==> src/rtl/preset_scan_lock_controller_top_macros.svh <==
// Assertion macros for the preset scan and lock controller.
// Both sample on clk_i; the first is masked while rst_ni is low.
`ifndef PRESET_SCAN_LOCK_CONTROLLER_TOP_MACROS_SVH
`define PRESET_SCAN_LOCK_CONTROLLER_TOP_MACROS_SVH

// Checked only out of reset
`define PSLC_ASSERT(lbl, prop, msg) \
  lbl: assert property (@(posedge clk_i) disable iff (!rst_ni) (prop)) else $error(msg);

// Checked at every edge, reset included
`define PSLC_ASSERT_ALWAYS(lbl, prop, msg) \
  lbl: assert property (@(posedge clk_i) (prop)) else $error(msg);

`endif

==> src/rtl/pslc_pkg.sv <==
// Shared constants for the preset scan and lock controller.
// Used by the channel interfaces and the top level; no dependencies.
`default_nettype none

package pslc_pkg;

  localparam int MAX_PRESETS_DEF = 16;

  localparam int OPCODE_W = 4;
  localparam int TIME_W   = 32;
  localparam int FREQ_W   = 32;
  localparam int RSSI_W   = 8;
  localparam int SLOT_W   = 4;
  localparam int INDEX_W  = 4;
  localparam int COUNT_W  = 5;
  localparam int CFG_IDX_W  = 2;
  localparam int CFG_DATA_W = 32;

  // Event codes
  localparam logic [OPCODE_W-1:0] OP_START  = 4'd0;
  localparam logic [OPCODE_W-1:0] OP_NEXT   = 4'd1;
  localparam logic [OPCODE_W-1:0] OP_PREV   = 4'd2;
  localparam logic [OPCODE_W-1:0] OP_TOGGLE = 4'd3;
  localparam logic [OPCODE_W-1:0] OP_STOP   = 4'd4;
  localparam logic [OPCODE_W-1:0] OP_POLL   = 4'd5;
  localparam logic [OPCODE_W-1:0] OP_TUNED  = 4'd6;
  localparam logic [OPCODE_W-1:0] OP_RSSI   = 4'd7;
  localparam logic [OPCODE_W-1:0] OP_FRAME  = 4'd8;
  localparam logic [OPCODE_W-1:0] OP_WRITE  = 4'd9;

  // Configuration register indexes
  localparam logic [CFG_IDX_W-1:0] REG_PRESET_COUNT = 2'd0;
  localparam logic [CFG_IDX_W-1:0] REG_DWELL_MS     = 2'd1;
  localparam logic [CFG_IDX_W-1:0] REG_DEFAULT_FREQ = 2'd2;

  localparam logic [COUNT_W-1:0]    PRESET_COUNT_RST = 5'd1;
  localparam logic [TIME_W-1:0]     DWELL_MS_RST     = 32'd2000;
  localparam logic signed [RSSI_W-1:0] RSSI_FLOOR    = -8'sd127;

endpackage

`default_nettype wire

==> src/rtl/pslc_in_if.sv <==
// Event channel of the preset scan and lock controller.
// Depends on pslc_pkg for field widths.
`default_nettype none

interface pslc_in_if;
  import pslc_pkg::*;

  logic                       valid;
  logic                       ready;
  logic [OPCODE_W-1:0]        opcode;
  logic [TIME_W-1:0]          now_ms;
  logic                       receiver_searching;
  logic signed [RSSI_W-1:0]   rssi_dbm;
  logic [SLOT_W-1:0]          preset_slot;
  logic [FREQ_W-1:0]          preset_freq_hz;

  modport source (
    output valid, opcode, now_ms, receiver_searching, rssi_dbm, preset_slot,
           preset_freq_hz,
    input  ready
  );

  modport sink (
    input  valid, opcode, now_ms, receiver_searching, rssi_dbm, preset_slot,
           preset_freq_hz,
    output ready
  );

endinterface

`default_nettype wire

==> src/rtl/pslc_out_if.sv <==
// Status channel of the preset scan and lock controller.
// Depends on pslc_pkg for field widths.
`default_nettype none

interface pslc_out_if;
  import pslc_pkg::*;

  logic                       valid;
  logic                       ready;
  logic                       scan_on;
  logic                       is_locked;
  logic [INDEX_W-1:0]         current_index;
  logic [FREQ_W-1:0]          current_freq_hz;
  logic [FREQ_W-1:0]          best_freq_hz;
  logic [TIME_W-1:0]          ms_on_frequency;
  logic signed [RSSI_W-1:0]   last_rssi;
  logic signed [RSSI_W-1:0]   best_rssi;
  logic                       advanced;

  modport source (
    output valid, scan_on, is_locked, current_index, current_freq_hz, best_freq_hz,
           ms_on_frequency, last_rssi, best_rssi, advanced,
    input  ready
  );

  modport sink (
    input  valid, scan_on, is_locked, current_index, current_freq_hz, best_freq_hz,
           ms_on_frequency, last_rssi, best_rssi, advanced,
    output ready
  );

endinterface

`default_nettype wire

==> src/rtl/preset_scan_lock_controller_top.sv <==
// Preset scan and lock controller. One event per transfer, one status transfer back.
// Each event passes EXEC, RD and FIN; next preset and a stepping scan poll add one MOD
// step per remainder bit (serial remainder), start adds an SRD read and SCMP compare per
// table entry searched. A new event is taken only in IDLE, after FIN hands off status.
// Reset: asynchronous, active low; clears mode, index, tune time and strengths, and
// returns the registers to their defaults. The preset table is not cleared.
`default_nettype none

`include "preset_scan_lock_controller_top_macros.svh"

module preset_scan_lock_controller_top #(
  parameter int MAX_PRESETS = pslc_pkg::MAX_PRESETS_DEF
) (
  input  wire                               clk_i,
  input  wire                               rst_ni,
  input  wire                               cfg_we_i,
  input  wire [pslc_pkg::CFG_IDX_W-1:0]     cfg_idx_i,
  input  wire [pslc_pkg::CFG_DATA_W-1:0]    cfg_wdata_i,
  pslc_in_if.sink                           in_i,
  pslc_out_if.source                        out_o
);
  import pslc_pkg::*;

  localparam int IDX_W = (MAX_PRESETS > 1) ? $clog2(MAX_PRESETS) : 1;
  localparam int NW    = IDX_W + 1;
  localparam int SW    = NW + IDX_W;
  localparam int BW    = $clog2(IDX_W + 1);

  localparam logic [2:0] S_IDLE = 3'd0;
  localparam logic [2:0] S_EXEC = 3'd1;
  localparam logic [2:0] S_SRD  = 3'd2;
  localparam logic [2:0] S_SCMP = 3'd3;
  localparam logic [2:0] S_MOD  = 3'd4;
  localparam logic [2:0] S_RD   = 3'd5;
  localparam logic [2:0] S_FIN  = 3'd6;

  // Configuration
  logic [COUNT_W-1:0] count_q;
  logic [TIME_W-1:0]  dwell_q;
  logic [FREQ_W-1:0]  dflt_q;

  // Controller state
  logic [2:0]               state_q, state_d;
  logic [IDX_W-1:0]         index_q, index_d;
  logic                     scan_q, scan_d;
  logic                     lock_q, lock_d;
  logic [TIME_W-1:0]        tune_q, tune_d;
  logic signed [RSSI_W-1:0] recent_q, recent_d;
  logic signed [RSSI_W-1:0] peak_q, peak_d;
  logic [FREQ_W-1:0]        peak_freq_q, peak_freq_d;
  logic                     peak_load_q, peak_load_d;
  logic                     stepped_q, stepped_d;
  logic [IDX_W-1:0]         cnt_q, cnt_d;
  logic [NW-1:0]            rem_q, rem_d;
  logic [BW-1:0]            bcnt_q, bcnt_d;

  // Latched event
  logic [OPCODE_W-1:0]      op_q;
  logic [TIME_W-1:0]        now_q;
  logic                     srch_q;
  logic signed [RSSI_W-1:0] rssi_q;
  logic [SLOT_W-1:0]        slot_q;
  logic [FREQ_W-1:0]        wfreq_q;

  // Preset table
  logic [FREQ_W-1:0] table_mem [MAX_PRESETS];
  logic [FREQ_W-1:0] rdata_q;
  logic              rd_en;
  logic [IDX_W-1:0]  rd_addr;
  logic              wr_en;
  logic [IDX_W-1:0]  wr_addr;

  // Status register
  logic                     out_valid_q;
  logic                     fin_go;

  logic [NW-1:0]            n_live;
  logic                     in_xfer;
  logic                     poll_step;
  logic [SW-1:0]            div_sh;
  logic [SW-1:0]            rem_ext;
  logic [NW-1:0]            rem_next;

  assign in_xfer = in_i.valid && in_i.ready;
  assign in_i.ready = (state_q == S_IDLE);
  assign fin_go = !out_valid_q || out_o.ready;

  always_comb begin
    if (count_q == '0) begin
      n_live = NW'(1);
    end else if (32'(count_q) > MAX_PRESETS) begin
      n_live = NW'(MAX_PRESETS);
    end else begin
      n_live = NW'(count_q);
    end
  end

  assign poll_step = scan_q && !lock_q && srch_q &&
                     ((tune_q == '0) || ((now_q - tune_q) >= dwell_q));

  // One bit of the remainder per cycle
  assign div_sh  = SW'(n_live) << bcnt_q;
  assign rem_ext = SW'(rem_q);
  assign rem_next = (rem_ext >= div_sh) ? NW'(rem_ext - div_sh) : rem_q;

  assign wr_en   = (state_q == S_EXEC) && (op_q == OP_WRITE) && (32'(slot_q) < MAX_PRESETS);
  assign wr_addr = IDX_W'(slot_q);
  assign rd_en   = (state_q == S_SRD) || (state_q == S_RD);
  assign rd_addr = (state_q == S_SRD) ? cnt_q : index_q;

  always_ff @(posedge clk_i) begin
    if (wr_en) begin
      table_mem[wr_addr] <= wfreq_q;
    end
    if (rd_en) begin
      rdata_q <= table_mem[rd_addr];
    end
  end

  always_comb begin
    state_d     = state_q;
    index_d     = index_q;
    scan_d      = scan_q;
    lock_d      = lock_q;
    tune_d      = tune_q;
    recent_d    = recent_q;
    peak_d      = peak_q;
    peak_freq_d = peak_freq_q;
    peak_load_d = peak_load_q;
    stepped_d   = stepped_q;
    cnt_d       = cnt_q;
    rem_d       = rem_q;
    bcnt_d      = bcnt_q;
    case (state_q)
      S_IDLE: begin
        if (in_xfer) begin
          peak_load_d = 1'b0;
          stepped_d   = 1'b0;
          state_d     = S_EXEC;
        end
      end
      S_EXEC: begin
        state_d = S_RD;
        case (op_q)
          OP_START: begin
            scan_d      = 1'b0;
            lock_d      = 1'b0;
            tune_d      = now_q;
            recent_d    = RSSI_FLOOR;
            peak_d      = RSSI_FLOOR;
            peak_load_d = 1'b1;
            cnt_d       = '0;
            state_d     = S_SRD;
          end
          OP_NEXT: begin
            scan_d  = 1'b0;
            lock_d  = 1'b0;
            rem_d   = NW'(index_q) + NW'(1);
            bcnt_d  = BW'(IDX_W);
            state_d = S_MOD;
          end
          OP_PREV: begin
            scan_d  = 1'b0;
            lock_d  = 1'b0;
            index_d = (index_q == '0) ? IDX_W'(n_live - NW'(1)) : index_q - IDX_W'(1);
          end
          OP_TOGGLE: begin
            scan_d = !scan_q;
            lock_d = 1'b0;
            if (!scan_q) begin
              peak_d      = RSSI_FLOOR;
              peak_load_d = 1'b1;
              tune_d      = '0;
            end
          end
          OP_STOP: begin
            scan_d = 1'b0;
            lock_d = 1'b0;
          end
          OP_POLL: begin
            if (poll_step) begin
              tune_d    = now_q;
              recent_d  = RSSI_FLOOR;
              stepped_d = 1'b1;
              rem_d     = NW'(index_q) + NW'(1);
              bcnt_d    = BW'(IDX_W);
              state_d   = S_MOD;
            end
          end
          OP_TUNED: begin
            tune_d   = now_q;
            recent_d = RSSI_FLOOR;
          end
          OP_RSSI: begin
            recent_d = rssi_q;
            if (rssi_q > peak_q) begin
              peak_d      = rssi_q;
              peak_load_d = 1'b1;
            end
          end
          OP_FRAME: begin
            recent_d = rssi_q;
            if (rssi_q > peak_q) begin
              peak_d      = rssi_q;
              peak_load_d = 1'b1;
            end
            tune_d = now_q;
            if (scan_q) begin
              scan_d = 1'b0;
              lock_d = 1'b1;
            end
          end
          default: begin
            // table write and unknown codes leave the control state alone
          end
        endcase
      end
      S_SRD: begin
        state_d = S_SCMP;
      end
      S_SCMP: begin
        if (rdata_q == dflt_q) begin
          index_d = cnt_q;
          state_d = S_RD;
        end else if (NW'(cnt_q) == n_live - NW'(1)) begin
          index_d = '0;
          state_d = S_RD;
        end else begin
          cnt_d   = cnt_q + IDX_W'(1);
          state_d = S_SRD;
        end
      end
      S_MOD: begin
        rem_d = rem_next;
        if (bcnt_q == '0) begin
          index_d = IDX_W'(rem_next);
          state_d = S_RD;
        end else begin
          bcnt_d = bcnt_q - BW'(1);
        end
      end
      S_RD: begin
        state_d = S_FIN;
      end
      S_FIN: begin
        if (peak_load_q) begin
          peak_freq_d = rdata_q;
          peak_load_d = 1'b0;
        end
        if (fin_go) begin
          state_d = S_IDLE;
        end
      end
      default: begin
        state_d = S_IDLE;
      end
    endcase
  end

  always_ff @(posedge clk_i or negedge rst_ni) begin
    if (!rst_ni) begin
      count_q     <= PRESET_COUNT_RST;
      dwell_q     <= DWELL_MS_RST;
      dflt_q      <= '0;
      state_q     <= S_IDLE;
      index_q     <= '0;
      scan_q      <= 1'b0;
      lock_q      <= 1'b0;
      tune_q      <= '0;
      recent_q    <= RSSI_FLOOR;
      peak_q      <= RSSI_FLOOR;
      peak_freq_q <= '0;
      peak_load_q <= 1'b0;
      stepped_q   <= 1'b0;
      cnt_q       <= '0;
      rem_q       <= '0;
      bcnt_q      <= '0;
      out_valid_q <= 1'b0;
    end else begin
      if (cfg_we_i) begin
        case (cfg_idx_i)
          REG_PRESET_COUNT: count_q <= cfg_wdata_i[COUNT_W-1:0];
          REG_DWELL_MS:     dwell_q <= cfg_wdata_i[TIME_W-1:0];
          REG_DEFAULT_FREQ: dflt_q  <= cfg_wdata_i[FREQ_W-1:0];
          default: begin
          end
        endcase
      end
      state_q     <= state_d;
      index_q     <= index_d;
      scan_q      <= scan_d;
      lock_q      <= lock_d;
      tune_q      <= tune_d;
      recent_q    <= recent_d;
      peak_q      <= peak_d;
      peak_freq_q <= peak_freq_d;
      peak_load_q <= peak_load_d;
      stepped_q   <= stepped_d;
      cnt_q       <= cnt_d;
      rem_q       <= rem_d;
      bcnt_q      <= bcnt_d;
      if (state_q == S_FIN && fin_go) begin
        out_valid_q <= 1'b1;
      end else if (out_o.ready) begin
        out_valid_q <= 1'b0;
      end
    end
  end

  // Event fields and status payload
  always_ff @(posedge clk_i) begin
    if (in_xfer) begin
      op_q    <= in_i.opcode;
      now_q   <= in_i.now_ms;
      srch_q  <= in_i.receiver_searching;
      rssi_q  <= in_i.rssi_dbm;
      slot_q  <= in_i.preset_slot;
      wfreq_q <= in_i.preset_freq_hz;
    end
    if (state_q == S_FIN && fin_go) begin
      out_o.scan_on         <= scan_q;
      out_o.is_locked       <= lock_q;
      out_o.current_index   <= INDEX_W'(index_q);
      out_o.current_freq_hz <= rdata_q;
      out_o.best_freq_hz    <= peak_load_q ? rdata_q : peak_freq_q;
      out_o.ms_on_frequency <= (now_q >= tune_q) ? (now_q - tune_q) : '0;
      out_o.last_rssi       <= recent_q;
      out_o.best_rssi       <= peak_q;
      out_o.advanced        <= stepped_q;
    end
  end

  assign out_o.valid = out_valid_q;

  `PSLC_ASSERT(a_mode_exclusive, !(scan_q && lock_q), "scan and lock both set")
  `PSLC_ASSERT(a_index_range, 32'(index_q) < MAX_PRESETS, "preset index beyond table")
  `PSLC_ASSERT(a_mod_result, (state_q == S_MOD && bcnt_q == '0) |=> NW'(index_q) < n_live, "remainder not below preset count")
  `PSLC_ASSERT(a_fin_handoff, (state_q == S_FIN && fin_go) |=> (state_q == S_IDLE && out_valid_q), "status not handed to output register")
  `PSLC_ASSERT_ALWAYS(a_reset_idle, !rst_ni |=> (state_q == S_IDLE && !out_valid_q), "not idle in reset")

endmodule

`default_nettype wire

==> src/flat_wrapper.sv <==
// flat-port wrapper written by rule: the top's interface ports become plain ports
module preset_scan_lock_controller_top_flat import pslc_pkg::*;
#(
  parameter int MAX_PRESETS = pslc_pkg::MAX_PRESETS_DEF
)
  (clk_i, rst_ni, cfg_we_i, cfg_idx_i, cfg_wdata_i, in_i_valid, in_i_opcode, in_i_now_ms, in_i_receiver_searching, in_i_rssi_dbm, in_i_preset_slot, in_i_preset_freq_hz, in_i_ready, out_o_valid, out_o_scan_on, out_o_is_locked, out_o_current_index, out_o_current_freq_hz, out_o_best_freq_hz, out_o_ms_on_frequency, out_o_last_rssi, out_o_best_rssi, out_o_advanced, out_o_ready);
  pslc_in_if in_i_i ();
  pslc_out_if out_o_i ();
  input  wire clk_i;
  input  wire rst_ni;
  input  wire cfg_we_i;
  input  wire [pslc_pkg::CFG_IDX_W-1:0] cfg_idx_i;
  input  wire [pslc_pkg::CFG_DATA_W-1:0] cfg_wdata_i;
  input wire logic [$bits(in_i_i.valid)-1:0] in_i_valid;
  input wire logic [$bits(in_i_i.opcode)-1:0] in_i_opcode;
  input wire logic [$bits(in_i_i.now_ms)-1:0] in_i_now_ms;
  input wire logic [$bits(in_i_i.receiver_searching)-1:0] in_i_receiver_searching;
  input wire logic [$bits(in_i_i.rssi_dbm)-1:0] in_i_rssi_dbm;
  input wire logic [$bits(in_i_i.preset_slot)-1:0] in_i_preset_slot;
  input wire logic [$bits(in_i_i.preset_freq_hz)-1:0] in_i_preset_freq_hz;
  output wire logic [$bits(in_i_i.ready)-1:0] in_i_ready;
  output wire logic [$bits(out_o_i.valid)-1:0] out_o_valid;
  output wire logic [$bits(out_o_i.scan_on)-1:0] out_o_scan_on;
  output wire logic [$bits(out_o_i.is_locked)-1:0] out_o_is_locked;
  output wire logic [$bits(out_o_i.current_index)-1:0] out_o_current_index;
  output wire logic [$bits(out_o_i.current_freq_hz)-1:0] out_o_current_freq_hz;
  output wire logic [$bits(out_o_i.best_freq_hz)-1:0] out_o_best_freq_hz;
  output wire logic [$bits(out_o_i.ms_on_frequency)-1:0] out_o_ms_on_frequency;
  output wire logic [$bits(out_o_i.last_rssi)-1:0] out_o_last_rssi;
  output wire logic [$bits(out_o_i.best_rssi)-1:0] out_o_best_rssi;
  output wire logic [$bits(out_o_i.advanced)-1:0] out_o_advanced;
  input wire logic [$bits(out_o_i.ready)-1:0] out_o_ready;
  assign in_i_i.valid = in_i_valid;
  assign in_i_i.opcode = in_i_opcode;
  assign in_i_i.now_ms = in_i_now_ms;
  assign in_i_i.receiver_searching = in_i_receiver_searching;
  assign in_i_i.rssi_dbm = in_i_rssi_dbm;
  assign in_i_i.preset_slot = in_i_preset_slot;
  assign in_i_i.preset_freq_hz = in_i_preset_freq_hz;
  assign in_i_ready = in_i_i.ready;
  assign out_o_valid = out_o_i.valid;
  assign out_o_scan_on = out_o_i.scan_on;
  assign out_o_is_locked = out_o_i.is_locked;
  assign out_o_current_index = out_o_i.current_index;
  assign out_o_current_freq_hz = out_o_i.current_freq_hz;
  assign out_o_best_freq_hz = out_o_i.best_freq_hz;
  assign out_o_ms_on_frequency = out_o_i.ms_on_frequency;
  assign out_o_last_rssi = out_o_i.last_rssi;
  assign out_o_best_rssi = out_o_i.best_rssi;
  assign out_o_advanced = out_o_i.advanced;
  assign out_o_i.ready = out_o_ready;
  preset_scan_lock_controller_top #(.MAX_PRESETS(MAX_PRESETS)) u_core (.clk_i(clk_i), .rst_ni(rst_ni), .cfg_we_i(cfg_we_i), .cfg_idx_i(cfg_idx_i), .cfg_wdata_i(cfg_wdata_i), .in_i(in_i_i), .out_o(out_o_i));
endmodule
==> config.mk <==
export PLATFORM = sky130hd
export DESIGN_NAME = preset_scan_lock_controller_top_flat
export DESIGN_NICKNAME = d
export VERILOG_FILES = /design/src/rtl/pslc_pkg.sv /design/src/rtl/pslc_in_if.sv /design/src/rtl/pslc_out_if.sv /design/src/rtl/preset_scan_lock_controller_top.sv /design/src/flat_wrapper.sv
export VERILOG_INCLUDE_DIRS = /design/src /design/src/rtl
export SDC_FILE = /design/constraint.sdc
export NUM_CORES = 1
export LEC_CHECK = 0
export ABC_CLOCK_PERIOD_IN_PS = 4500
export CELL_PAD_IN_SITES_DETAIL_PLACEMENT = 1
export CELL_PAD_IN_SITES_GLOBAL_PLACEMENT = 2
export CORE_MARGIN = 5
export CORE_UTILIZATION = 41
export DETAILED_ROUTE_END_ITERATION = 6
export DONT_BUFFER_PORTS = 1
export PLACE_DENSITY_LB_ADDON = 0.08
export SYNTH_ARGS = -nofsm -noshare
export SYNTH_HDL_FRONTEND = slang
export SYNTH_SLANG_ARGS = --single-unit
export TNS_END_PERCENT = 1
==> constraint.sdc <==
create_clock -name clk_i -period 4.5 [get_ports clk_i]
set_clock_uncertainty 0.1 [all_clocks]
set_input_delay 0.45 -clock clk_i [delete_from_list [all_inputs] [get_ports clk_i]]
set_output_delay 0.45 -clock clk_i [all_outputs]
set_load 0.005 [all_outputs]
After elaboration in Yosys (flattened, before gate mapping)
Memories as Yosys holds them, arrays and structs flattened. A register that Yosys moved wholly into a read port is not among the register bits.
Index checks and enable logic that the tools add are counted.
{"block": "classes", "n_addsub": 7, "magnitude_cmp": 5, "n_eq_ne": 40, "n_shift": 1, "muxes": 53, "reduce_logical": 51}
{"op": "2-to-1 mux 32 bit", "count": 3}
{"op": "one-hot mux 32 bit (3 select lines)", "count": 1}
{"op": ">= comparator 32 bit", "count": 2}
{"op": "one-hot mux 8 bit (3 select lines)", "count": 2}
{"op": "2-to-1 mux 4 bit", "count": 9}
{"op": "== test 32 bit", "count": 1}
{"op": "zero test 32 bit", "count": 1}
{"op": "subtractor 32 bit", "count": 1}
{"op": "AND reduction 4 bit", "count": 7}
{"op": "2-to-1 mux 8 bit", "count": 3}
{"op": "2-to-1 mux 3 bit", "count": 7}
{"op": "one-hot mux 3 bit (7 select lines)", "count": 1}
{"op": "2-to-1 mux 5 bit", "count": 4}
{"op": "one-hot mux 5 bit (2 select lines)", "count": 2}
{"op": "== test 4 x 3 -> 1 bit (second input constant)", "count": 4}
{"op": "!= test 2 bit (second input constant)", "count": 8}
{"op": "nonzero test 3 bit", "count": 5}
{"op": "!= test 2 x 1 -> 1 bit (second input constant)", "count": 7}
{"op": "one-hot mux 3 bit (2 select lines)", "count": 2}
{"op": "one-hot mux 4 bit (3 select lines)", "count": 1}
{"op": "AND reduction 3 bit", "count": 4}
{"op": "nonzero test 2 bit", "count": 6}
{"op": "2-to-1 mux 1 bit", "count": 11}
{"op": "OR reduction 5 bit", "count": 2}
{"op": "38 further kinds", "count": 63}
{"block": "totals", "reg_bits": 373, "ram_bits": 512, "input_bits": 120, "memories": 1}
{"name": "u_core.table_mem", "depth": 16, "width": 32, "rd": 1, "rd_ports_with_merged_regs": 1, "wr": 1, "line_no": "preset_scan_lock_controller_top.sv:66", "rtl": "logic [FREQ_W-1:0] table_mem [MAX_PRESETS];"}

Logic depth before layout (Yosys ltp)
Gate-level depths: netlist of run 1.
{"block": "logic_depth", "word_depth": 8, "ltp_mapped": 22, "depth_no_buf": 21}

Worst setup path after synthesis of run 1
No wires, ideal clock.
{"block": "synth_timing", "kind": "register to register", "start": "register u_core.state_q[2]", "end": "memory u_core.table_mem[0][0], enable pin", "t_arrival_ns": 3.892, "path_slack_ns": 0.047, "path_stages_with_launch": 8, "period_less_slack_ns": 4.453, "path_cell_list": "dfrtp_1 -> clkbuf_1 -> nor2b_1 -> nor2b_1 -> buf_2 -> nand2_1 -> or4_1 -> nor3_1"}
{"block": "synth_between", "elab_chain_len": 4}
{"item": "from (decl)", "line_no": "preset_scan_lock_controller_top.sv:43", "rtl": "logic [2:0] state_q, state_d;"}
{"item": "from (signal assigned)", "line_no": "preset_scan_lock_controller_top.sv:289", "rtl": "state_q <= state_d;"}
{"item": "== test 3 x 1 -> 1 bit", "line_no": "preset_scan_lock_controller_top.sv:106", "rtl": "assign wr_en = (state_q == S_EXEC) && (op_q == OP_WRITE) && (32'(slot_q) < MAX_PRESETS);"}
{"item": "logical AND 1 bit", "line_no": "preset_scan_lock_controller_top.sv:106"}
{"item": "2-to-1 mux 1 bit", "line_no": "preset_scan_lock_controller_top.sv:112", "rtl": "if (wr_en) begin"}
{"item": "2-to-1 mux 1 bit (implied by the code)", "line_no": "preset_scan_lock_controller_top.sv:113", "rtl": "table_mem[wr_addr] <= wfreq_q;"}
{"item": "to (decl)", "line_no": "preset_scan_lock_controller_top.sv:66"}
Every way passes these cells.

Worst setup path in the final report of run 1
{"block": "layout_timing", "start": "register u_core.now_q[9]", "end": "register u_core.out_o.ms_on_frequency[22] (netlist bit), data pin"}
{"block": "layout_between", "elab_chain_len": 1, "elab_cells_between_ends": 2, "classes_between": "add/sub: 1; order compare: 1"}
{"item": "from (decl)", "line_no": "preset_scan_lock_controller_top.sv:59", "rtl": "logic [TIME_W-1:0] now_q;"}
{"item": "from (signal assigned)", "line_no": "preset_scan_lock_controller_top.sv:314", "rtl": "now_q <= in_i.now_ms;"}
{"item": "subtractor 32 bit / >= comparator 32 bit (equally long branches)", "line_no": "preset_scan_lock_controller_top.sv:326", "rtl": "out_o.ms_on_frequency <= (now_q >= tune_q) ? (now_q - tune_q) : '0;"}
{"item": "to (signal assigned)", "line_no": "preset_scan_lock_controller_top.sv:326"}
{"item": "to (decl)", "line_no": "pslc_out_if.sv:22", "rtl": "ms_on_frequency, last_rssi, best_rssi, advanced,"}
Parallel ways exist; a longest one is shown, timed or not.
A chain may end at the register's enable or synchronous reset.

==> results by group, run 1 <==
Power
  – Sequential share of power: 0.369
  – Pwr Total: 33.1 mW
  – Pwr Density: approximately 710 nW/µm²
  – Power Internal: roughly 21 mW
  – P_leak: 16.6 nW
  – Gate power share: 0.378
  – Switching share of power: 0.366
  – Clock power share: 0.253
  – VDD IR max: between 0.4 and 0.5 mV
  – Switching Power: 12.1 mW

Timing
  – Fmax: 216 MHz
  – Worst slew pin tran: 1220 ps
  – Final setup vio count: 41
  – Worst Slack Setup Final: -130 ps
  – Period utilization: 1.03
  – Fin crit period: 4630 ps
  – Unrepaired setup endpoints after global routing: yes
  – Setup tns final: -1440 ps
  – Slew Viols, Final: 0
  – Max-slew headroom: 0.187
  – Endpoints failing hold: 0

Clocking
  – Clock insertion delay at the later pin of the skew report: 690 ps
  – Root buffer cell: clkbuf_16
  – Reg clk slew, reported paths: approximately 60 ps
  – H-tree Lvls: 3
  – Max Root-Sink Buffers: 3
  – CTS tree: built
  – Total CTS buffers: 100
  – Num Clock Sinks: between 900 and 1000

Final layout
  – Layout Nets: between 3000 and 4000
  – Area Overhead vs Synth: 20.3%
  – Finished Layout Cells: 4386
  – Layout cells sized above 1: 0.196

Synthesis
  – Commonest cells in the netlist: edfxtp_1 (744), nand2_1 (316), a211oi_1 (165), dfrtp_1 (162), mux2_2 (147)
  – Avg Synthesized Cell Area: 14.0 µm²
  – Sequential share of the synthesized area: 0.688
  – Largest family of logic cells by synthesized area: compound AO/OA/AOI/OAI gates
  – Adder-cell share of the synthesized area: 0.0278
  – Count of state elements after synthesis: 917
  – Area of the mapped netlist: 38800 µm²
  – Post-Synthesis Cells: 2779
  – Synth async-reset ratio: 0.189
  – Fraction of the mapped netlist area in simple logic gates: 0.0862
  – Post-synth top flop: edfxtp_1
  – Yosys top cell by area: edfxtp_1
  – Post-synth top area share: 0.576
  – EDFF count, synth: about 740
  – Syn Nets: 2984
  – Yosys warns: 0
  – Compound-Gate Fraction of Synth Area: 0.111
  – Mux contribution to synthesized area: 0.0445
  – Synth top area cells: edfxtp_1 (58%), dfrtp_1 (10%), mux2_2 (4.3%)
  – Most frequent cell after synthesis: edfxtp_1
  – Post-Synth XOR/XNOR Area: 0.0160
  – Synth cell types: 77

Route
  – Drt total wl: 114000 µm
  – # DRC: 0
  – Routed vias: between 20000 and 25000
  – Routed wire per std cell: 25.9 µm
  – Vias per cell: 5.53
  – Initial DRC Count: 1515
  – Antenna viol nets, final: 0
  – Pre-antenna DRT Iters: 5

Critical path
  – Most used cell, CP: buf_4
  – R2R depth: 27
  – Crit path launch: u_core.now_q[9]
  – Slowest stage delay, CP: 440 ps
  – CP Launch Type: flip-flop
  – CP max stage cell: edfxtp_1
  – Worst r2r src: u_core.now_q[9]
  – WP data arrival: 4950 ps
  – Crit path required time: 4820 ps
  – Register-to-register setup slack: -130 ps
  – FF-to-FF End: u_core.out_o.ms_on_frequency[22]
  – Setup crit end kind: flip-flop
  – Critical Path Sink: u_core.out_o.ms_on_frequency[22]
  – CP max FO: 4
  – CP Class: flip-flop to flip-flop

Floorplanning
  – Die Height: around 320 µm
  – Starting Density: 0.414
  – Ports: 241
  – FP Rows: 112
  – Die width: around 320 µm
  – Die area: 101000 µm²
  – Core outline area: approximately 94000 µm²

Placed design
  – Routability cong.: roughly 0.8
  – Post-DP HPWL: 69600 µm
  – I/O Buffers: 0
  – Dpl cells: about 4000

GRT
  – Largest net degree at the start of global routing: 174
  – Overall routing resource usage: 0.220
  – Initial antenna violation count: 8
  – Grt total ovfl: 0
  – Vias in the first global route: 25800
  – First-pass GRT wire length: 169000 µm

Outcome
  – Failing checks: setup timing
  – Status: complete, but fails checks

Run
  – Max Cap Viol: 0

Worst hold path
  – Hold-critical path depth: 2
  – Hold WC Path Type: input pin to flip-flop
-- kinds of logic (layout without fill, tap and decap cells) --
family | after synthesis | after routing
adders and majority gates | 85 | 85
other | 0 | 1
and+or+nand+nor | 687 | 687
AOI/OAI and AO/OA | 615 | 615
buffers and inverters | 250 | 602
DFF | 917 | 917
muxes | 154 | 154
xor gates and xnor gates | 71 | 71
-- final cells by class --
cell class | count | area [µm²]
tap | 1254 | 1570
inverter | 98 | 370
fill | 9273 | 47000
clock buffer | 124 | 2730
multi-input combinational | 1612 | 11700
clock inverter | 60 | 647
timing repair buffer | 320 | 2950
sequential | 917 | 26700
antenna | 1 | 2.50
-- worst min path at each step --
stage | startpoint | endpoint
floorplan | rst_ni | u_core.bcnt_q[0]
global placement | rst_ni | u_core.tune_q[31]
detailed placement | rst_ni | u_core.tune_q[31]
CTS | cfg_idx_i[0] | u_core.count_q[1]
global route | cfg_idx_i[0] | u_core.count_q[1]
finish | cfg_idx_i[0] | u_core.count_q[1]
-- per-layer routing --
| layer | global-route usage | wire [µm] | vias up |
|---|---|---|---|
| met5 | 0 | 27 | - |
| met4 | 0.0660 | 3740 | 4 |
| met3 | 0.0344 | 4240 | 191 |
| met2 | 0.380 | 56100 | 524 |
| met1 | 0.289 | 49600 | 12500 |
| li1 | - | - | 11000 |
-- state kept, by name, indices dropped and copies added, names as in the netlist, 5 cells and up --
register                      count
u_core.out_o.ms_on_frequency     32
u_core.count_q                    5
u_core.recent_q                   8
u_core.rdata_q                   32
u_core.tune_q                    32
u_core.out_o.best_rssi            8
u_core.dwell_q                   32
u_core.dflt_q                    32
u_core.out_o.current_freq_hz     32
u_core.rem_q                      5
u_core.peak_q                     8
u_core.now_q                     32
u_core.out_o.best_freq_hz        32
u_core.wfreq_q                   32
u_core.table_mem                512
u_core.rssi_q                     8
u_core.out_o.last_rssi            8
u_core.peak_freq_q               32
-- power groups by stage --
| stage | sequential (mW) | clock [mW] | combinational [mW] |
|---|---|---|---|
| after floorplan | 11.6 | 0 | 7.20 |
| after global placement | 12.3 | 0 | 11.3 |
| after detailed placement | 12.4 | 0 | 11.6 |
| after CTS | 12.2 | 8.59 | 12.3 |
| after global routing | 12.3 | 8.94 | 13.7 |
| final | 12.2 | 8.37 | 12.5 |
-- layout by cell type (no fill, tap or decap), drive strengths merged, types with 5 or more instances in the layout --
| master | netlist | routed |
|---|---|---|
| a31oi | 72 | 72 |
| nand3 | 33 | 33 |
| buf | 58 | 200 |
| dfrtp | 162 | 162 |
| clkinvlp | 0 | 8 |
| o21a | 5 | 5 |
| mux2 | 147 | 147 |
| a311oi | 67 | 67 |
| a211oi | 165 | 165 |
| nor2b | 14 | 14 |
| ha | 83 | 83 |
| a21o | 23 | 23 |
| dfstp | 11 | 11 |
| nor4 | 12 | 12 |
| o211ai | 8 | 8 |
| o31ai | 6 | 6 |
| clkbuf | 94 | 124 |
| nand4 | 26 | 26 |
| nand3b | 8 | 8 |
| xor2 | 12 | 12 |
| nor3 | 21 | 21 |
| xnor2 | 59 | 59 |
| nand2b | 18 | 18 |
| mux2i | 7 | 7 |
| or2 | 5 | 5 |
| and2 | 164 | 164 |
| clkinv | 0 | 37 |
| edfxtp | 744 | 744 |
| nand2 | 317 | 317 |
| a22o | 38 | 38 |
| or3 | 6 | 6 |
| a21oi | 139 | 139 |
| nor2 | 53 | 53 |
| bufinv | 0 | 10 |
| o22ai | 5 | 5 |
| o21ai | 47 | 47 |
| dlygate4sd3 | 0 | 120 |
| inv | 98 | 103 |
-- through the flow --
step	instance area, µm²	hold WS, ps	utilization	setup slack, ps
4_1_cts	46400	1.08	0.496	-16.6
5_1_grt	46700	43.5	0.498	-273
3_5_place_dp	41300	62.5	0.442	-432
6_report	46700	51.1	0.498	-130
2_1_floorplan	38800	54.4	-	47.2
3_3_place_gp	41300	63.5	0.442	-404
-- critical path: cells and delay by family, from the launching register on --
family,cells,cell delay (ps)
compound gates,6,880
fa+ha+maj,1,300
buf+inv,18,2260
flops,1,440
simple gates,2,370
-- what timing repair did --
item                                   in CTS  in global routing
gates resized for setup                    57                 32
setup buffers                              24                  7
cloned                                      1                  0
hold buffers                              121                  0
endpoints found under the hold margin     325                  0
setup endpoints to repair                  50                 51
pin swaps                                  23                 33
Power figures use the tool's default switching activity.
==> run 2, diff against run 1 <==
--- a/config.mk
+++ b/config.mk
@@ -7,13 +7,12 @@
 export NUM_CORES = 1
 export LEC_CHECK = 0
 export ABC_CLOCK_PERIOD_IN_PS = 4500
-export CELL_PAD_IN_SITES_DETAIL_PLACEMENT = 1
-export CELL_PAD_IN_SITES_GLOBAL_PLACEMENT = 2
 export CORE_MARGIN = 5
-export CORE_UTILIZATION = 41
+export CORE_UTILIZATION = 57
 export DETAILED_ROUTE_END_ITERATION = 6
 export DONT_BUFFER_PORTS = 1
 export PLACE_DENSITY_LB_ADDON = 0.08
+export SLEW_MARGIN = 20
 export SYNTH_ARGS = -nofsm -noshare
 export SYNTH_HDL_FRONTEND = slang
 export SYNTH_SLANG_ARGS = --single-unit
==> run 2 against run 1 <==
Compared with the run above: the flow still finishes with violations (setup timing); combinational power shrank 9%; via count shrank 2.0%; utilization grew 18 points; fmax grew 1.9%; clock-buffer cell count shrank 4; setup slack gained 85 ps; clock power shrank 5.3%; global-route usage grew 4.1 points; critical path depth shrank 6; register-to-register slack gained 80 ps.
==> results by group, run 2 (same netlist as run 1, synthesis figures left out) <==
Route
  – Pre-antenna DRT Iters: 6
  – Routed wire per std cell: ~25 µm
  – Initial DRC Count: 2072
  – Routed vias: 23800
  – Antenna viol nets, final: 0
  – # DRC: 0
  – Vias per cell: between 6 and 7
  – Drt total wl: 97400 µm

Worst hold path
  – Worst Hold End: u_core.count_q[2]
  – Hold-critical path depth: 3
  – Critical hold path startpoint: cfg_idx_i[1]
  – Hold WC Path Type: input pin to flip-flop

Critical path
  – CP max stage cell: edfxtp_1
  – Most used cell, CP: buf_4
  – Slowest stage delay, CP: just under 400 ps
  – WP data arrival: 5010 ps
  – Delay-heaviest family, CP: compound AO/OA/AOI/OAI gates
  – Worst r2r src: u_core.now_q[9]
  – Worst path bufs/invs: 5
  – Crit path required time: 4960 ps
  – Register-to-register setup slack: -40 ps
  – Setup crit end kind: flip-flop
  – CP Class: flip-flop to flip-flop
  – R2R depth: 21
  – FF-to-FF End: u_core.rem_q[2]
  – CP Launch Type: flip-flop
  – Cells along the critical path: ha_1, buf_4, a21oi_1, o21ai_2, a311oi_4, buf_4, nand2_1, a21o_1, a21oi_2, xnor2_1, ha_1, nand4_1, inv_1, a221o_1, a221oi_2, buf_4, nor3_2, o21ai_0, buf_4, mux2_2, a21oi_1
  – CP max FO: 5
  – Crit path launch: u_core.now_q[9]

Clocking
  – Clock insertion delay at the later pin of the skew report: between 600 and 700 ps
  – Total CTS buffers: 94
  – CTS tree: built
  – Num Clock Sinks: roughly 920
  – Root buffer cell: clkbuf_16
  – H-tree Lvls: 3
  – Reg clk slew, reported paths: about 60 ps
  – Max Root-Sink Buffers: 3

Power
  – Pwr Total: 31.4 mW
  – Pwr Density: 690 nW/µm²
  – P_leak: 16.3 nW
  – VDD IR max: a little under 0.6 mV

Placed design
  – I/O Buffers: 0
  – Area after DPL: 40800 µm²
  – Post-DP HPWL: about 60000 µm
  – Routability cong.: 0.942

Timing
  – Endpoints failing hold: 0
  – Unrepaired setup endpoints after global routing: yes
  – Final setup vio count: 17
  – Setup tns final: -199 ps
  – Fmax: around 220 MHz
  – Slew Viols, Final: 0
  – Period utilization: 1.01
  – Worst Slack Setup Final: -44.9 ps
  – Max-slew headroom: 0.278
  – Fin crit period: 4540 ps
  – Worst slew pin tran: 1080 ps

GRT
  – Met3 Resource Use GR: 0.0400
  – Overall routing resource usage: 0.262
  – Grt total ovfl: 0
  – Initial antenna violation count: 3
  – Vias in the first global route: 23900
  – First-pass GRT wire length: 147000 µm
  – GR met1 Demand/Resource: 0.348
  – Met2 usage: 0.445
  – Layer with the highest usage: met2
  – Largest net degree at the start of global routing: 174

Floorplanning
  – Die area: 73300 µm²
  – FP Rows: 95
  – Ports: 241
  – Die Height: 271 µm
  – Starting Density: 0.576
  – Core outline area: around 67000 µm²
  – Die width: between 200 and 300 µm

Final layout
  – Most frequent cells in the layout: edfxtp_1 (744), nand2_1 (315), a211oi_1 (164), dfrtp_1 (162), mux2_2 (147)
  – Area Overhead vs Synth: 17.2%
  – Fin area: around 45000 µm²
  – Most flops, register: u_core.table_mem
  – Final Core Density: 0.676
  – Max reg flops: between 500 and 600
  – N_diodes: 0
  – Layout Nets: 3199
  – Layout cells sized above 1: 0.172
  – Most frequent standard cell in the layout excluding fill and tap cells: edfxtp_1
  – Fill count: between 4000 and 5000

Run
  – Max Cap Viol: 0

Outcome
  – Status: complete, but fails checks
  – Failing checks: setup timing
-- run 2: cell count changes in the layout (fill, tap and decap cells not counted), moves of 7 or more --
cell	previous run	this run
buf_4	179	133
ha_4	9	2
clkbuf_16	104	96
a21oi_2	11	4
ha_1	73	81
-- run 2: repair_timing --
action / 4_1_cts / 5_1_grt
endpoints found under the hold margin: 323 / 0
buffers inserted: 5 / 4
pin swaps: 12 / 12
hold buffers: 116 / 0
endpoints found under the setup margin: 50 / 49
resized for setup: 34 / 17
-- run 2: worst register-to-register path, delay by kind of cell (launching register included) --
kind	cells	cell delay, ps
AO/OA/AOI/OAI	9	1870
XOR/XNOR	1	170
adder cells (fa/ha/maj)	2	610
buffers and inverters	5	740
flip-flops	1	390
multiplexers	1	330
AND/OR/NAND/NOR	3	250
-- run 2: cell type report --
class                      count  area, µm²  area share
sequential                   917      26700       0.587
clock inverter                53        658      0.0145
multi-input combinational   1612      11500       0.253
inverter                      98        370     0.00815
tap                          873       1090      0.0240
clock buffer                 120       2520      0.0555
timing repair buffer         271       2620      0.0576
-- run 2: per-layer routing --
metal / wire, µm / vias to the layer above
met5: 21 / -
met4: 3820 / 4
met3: 5060 / 168
met2: 48600 / 732
met1: 39900 / 12000
li1: - / 10900
-- run 2: metrics by stage --
| stage | hold slack [ps] | cells | setup WS [ps] |
|---|---|---|---|
| 2_1_floorplan | 54.4 | 2779 | 47.2 |
| 3_3_place_gp | 63.9 | 3646 | -365 |
| 3_5_place_dp | 63.7 | 3646 | -491 |
| 4_1_cts | 11.9 | 3940 | -3.79 |
| 5_1_grt | 49.9 | 3944 | -312 |
| 6_report | 26.4 | 3944 | -44.9 |
-- run 2: worst max-delay path by stage --
stage,end,slack [ps],cells past startpoint
finish,u_core.rem_q[2],-40,21
detailed placement,u_core.rem_q[2],-490,22
CTS,u_core.rem_q[2],-4,22
global placement,u_core.rem_q[2],-360,23
global route,u_core.rem_q[2],-310,21
floorplan,u_core.table_mem[0][0],50,7
-- run 2: power by group --
| part | switching (mW) | leakage [nW] | internal (mW) |
|---|---|---|---|
| sequential | 1.19 | 8.87 | 10.9 |
| combinational | 6.66 | 5.84 | 4.72 |
| clock | 3.26 | 1.54 | 4.68 |
| total | 11.1 | 16.3 | 20.3 |
==> run 3, diff against run 2 <==
--- a/config.mk
+++ b/config.mk
@@ -11,7 +11,7 @@
 export CORE_UTILIZATION = 57
 export DETAILED_ROUTE_END_ITERATION = 6
 export DONT_BUFFER_PORTS = 1
-export PLACE_DENSITY_LB_ADDON = 0.08
+export PLACE_DENSITY = 0.75
 export SLEW_MARGIN = 20
 export SYNTH_ARGS = -nofsm -noshare
 export SYNTH_HDL_FRONTEND = slang
==> run 3 against run 2 <==
Compared with the run above: the flow still finishes with violations (setup timing); global-route usage increased by 0.12 points; power is 1.6% higher; critical path depth is the same; hold slack better by 7.6 ps; highest routed layer unchanged; utilization rose by 0.39 points; sequential cell count unchanged; setup slack worse by 38 ps; fmax down 0.83%; sequential share of layout area fell by 0.33 points; cell area increased by 0.57%.
==> results by group, run 3 (same netlist as run 1, synthesis figures left out) <==
Critical path
  – Register-to-register setup slack: -80 ps
  – Crit path required time: roughly 5000 ps
  – CP max FO: 4
  – WP data arrival: 5060 ps
  – R2R depth: 21
  – CP Launch Type: flip-flop
  – Cells along the critical path: ha_1, nand4_1, buf_4, buf_4, nor3_1, buf_4, o211ai_1, nand3_2, a21oi_4, xnor2_1, buf_4, ha_1, nand4_1, nor3_1, a221o_1, a221oi_4, nor3_2, o21ai_1, buf_4, mux2_2, a21oi_1
  – CP max stage cell: edfxtp_1
  – Slowest stage delay, CP: 430 ps
  – FF-to-FF End: u_core.rem_q[2]
  – CP Class: flip-flop to flip-flop
  – Setup crit end kind: flip-flop
  – Most used cell, CP: buf_4
  – Worst r2r src: u_core.now_q[11]

Route
  – Drt total wl: 99000 µm
  – Routed vias: 24600
  – Routed wire per std cell: about 25 µm
  – Pre-antenna DRT Iters: 5
  – # DRC: 0
  – Vias per cell: about 6.2
  – Initial DRC Count: ~2200
  – Antenna viol nets, final: 0

Final layout
  – Max reg flops: 512
  – Register Area: 26700 µm²
  – Final Core Density: 0.679
  – Area Overhead vs Synth: 17.9%
  – Layout cells sized above 1: 0.187
  – Most frequent standard cell in the layout excluding fill and tap cells: edfxtp_1
  – Most frequent cells in the layout: edfxtp_1 (744), nand2_1 (315), buf_4 (182), a211oi_1 (164), dfrtp_1 (162)
  – Area occupied by multi-input gates: 11500 µm²
  – Most flops, register: u_core.table_mem
  – Layout Nets: 3244
  – Fin area: between 40000 and 50000 µm²
  – Fill count: approximately 4500

Timing
  – Max-slew headroom: 0.230
  – Period utilization: 1.02
  – Final setup vio count: 36
  – Fin crit period: about 4600 ps
  – Endpoints failing hold: 0
  – Fmax: between 200 and 250 MHz
  – Worst Slack Setup Final: -82.9 ps
  – Worst slew pin tran: between 1000 and 1500 ps
  – Slew Viols, Final: 0
  – Unrepaired setup endpoints after global routing: yes

GRT
  – Vias in the first global route: 24400
  – Grt total ovfl: 0
  – First-pass GRT wire length: 148000 µm
  – Overall routing resource usage: 0.263
  – Largest net degree at the start of global routing: 174
  – Initial antenna violation count: 5

Floorplanning
  – Ports: 241
  – Core outline area: 67300 µm²
  – Die Height: 271 µm
  – Starting Density: 0.576
  – Die area: 73300 µm²
  – FP Rows: between 90 and 100
  – Die width: roughly 270 µm

Placed design
  – Area after DPL: 41000 µm²
  – Post-DP HPWL: 62200 µm
  – Routability cong.: 0.949
  – I/O Buffers: 0

Clocking
  – Total CTS buffers: 93
  – H-tree Lvls: 3
  – CTS tree: built
  – Reg clk slew, reported paths: 60 ps
  – Root buffer cell: clkbuf_16
  – Clock insertion delay at the later pin of the skew report: around 660 ps
  – Max Root-Sink Buffers: 3
  – Num Clock Sinks: 917

Power
  – Pwr Total: 31.9 mW
  – P_leak: 16.4 nW
  – VDD IR max: roughly 0.59 mV
  – Pwr Density: around 700 nW/µm²

Worst hold path
  – Worst Hold End: u_core.count_q[2]
  – Hold-critical path depth: 2
  – Critical hold path startpoint: cfg_idx_i[0]
  – Hold WC Path Type: input pin to flip-flop

Outcome
  – Failing checks: setup timing
  – Status: complete, but fails checks

Run
  – Max Cap Viol: 0
[run 3: cell types whose count changed in the layout (fill, tap and decap cells not counted), sizes merged]
cell,change
inv,+5
dlygate4sd3,+1
clkbuf,-9
bufinv,-1
diode,+4
buf,+45
clkinvlp,+3
[run 3: worst max path at each step]
stage / from / endpoint / slack (ps) / depth (start not counted)
CTS: u_core.now_q[0] / u_core.rem_q[2] / -6 / 20
global placement: u_core.now_q[0] / u_core.rem_q[2] / -400 / 22
floorplan: u_core.state_q[2] / u_core.table_mem[0][0] / 50 / 7
detailed placement: u_core.now_q[0] / u_core.rem_q[2] / -490 / 22
finish: u_core.now_q[11] / u_core.rem_q[2] / -80 / 21
global route: u_core.now_q[0] / u_core.rem_q[2] / -230 / 22
[run 3: timing repair]
item / 4_1_cts / 5_1_grt
endpoints found under the hold margin: 323 / 0
buffers inserted: 21 / 3
resized for setup: 37 / 22
hold buffers: 117 / 0
pin swaps: 22 / 10
setup endpoints to repair: 50 / 51
[run 3: per-stage QoR]
step                      TNS [ps]  setup slack (ps)  hold WS, ps  instances
after floorplan                  0              47.2         54.4       2779
after global placement      -15460              -400         63.2       3676
after detailed placement    -19270              -487         61.3       3676
after CTS                    -6.95             -5.67         1.86       3985
after global routing         -8380              -228         21.5       3992
final                        -1400             -82.9         34.0       3992
[run 3: critical path: cells and delay by family, from the launching register on]
| kind | cells | cell delay (ps) |
|---|---|---|
| adders and majority gates | 2 | 550 |
| buffers and inverters | 5 | 800 |
| AOI/OAI and AO/OA | 6 | 1120 |
| muxes | 1 | 340 |
| DFF | 1 | 430 |
| xor gates and xnor gates | 1 | 250 |
| and+or+nand+nor | 6 | 920 |
[run 3: routing by layer]
layer,wire length [µm],vias to the layer above,global-route usage
li1,-,11000,-
met1,38000,12300,0.331
met2,50200,1039,0.456
met3,6370,231,0.0424
met4,4500,2,0.111
met5,17,-,0
[run 3: area by class of cell]
type,count,share of cell area
diodes,4,0.000219
multi-input cells,1612,0.252
inverters,98,0.00810
clock buffers,111,0.0535
repair buffers,317,0.0638
flip-flops and latches,917,0.584
well taps,873,0.0239
clock inverters,60,0.0144
[run 3: power breakdown]
| group | switching, mW | total, mW | internal, mW |
|---|---|---|---|
| logic | 6.91 | 12.0 | 5.05 |
| clock network | 3.24 | 7.79 | 4.54 |
| registers | 1.26 | 12.1 | 10.9 |
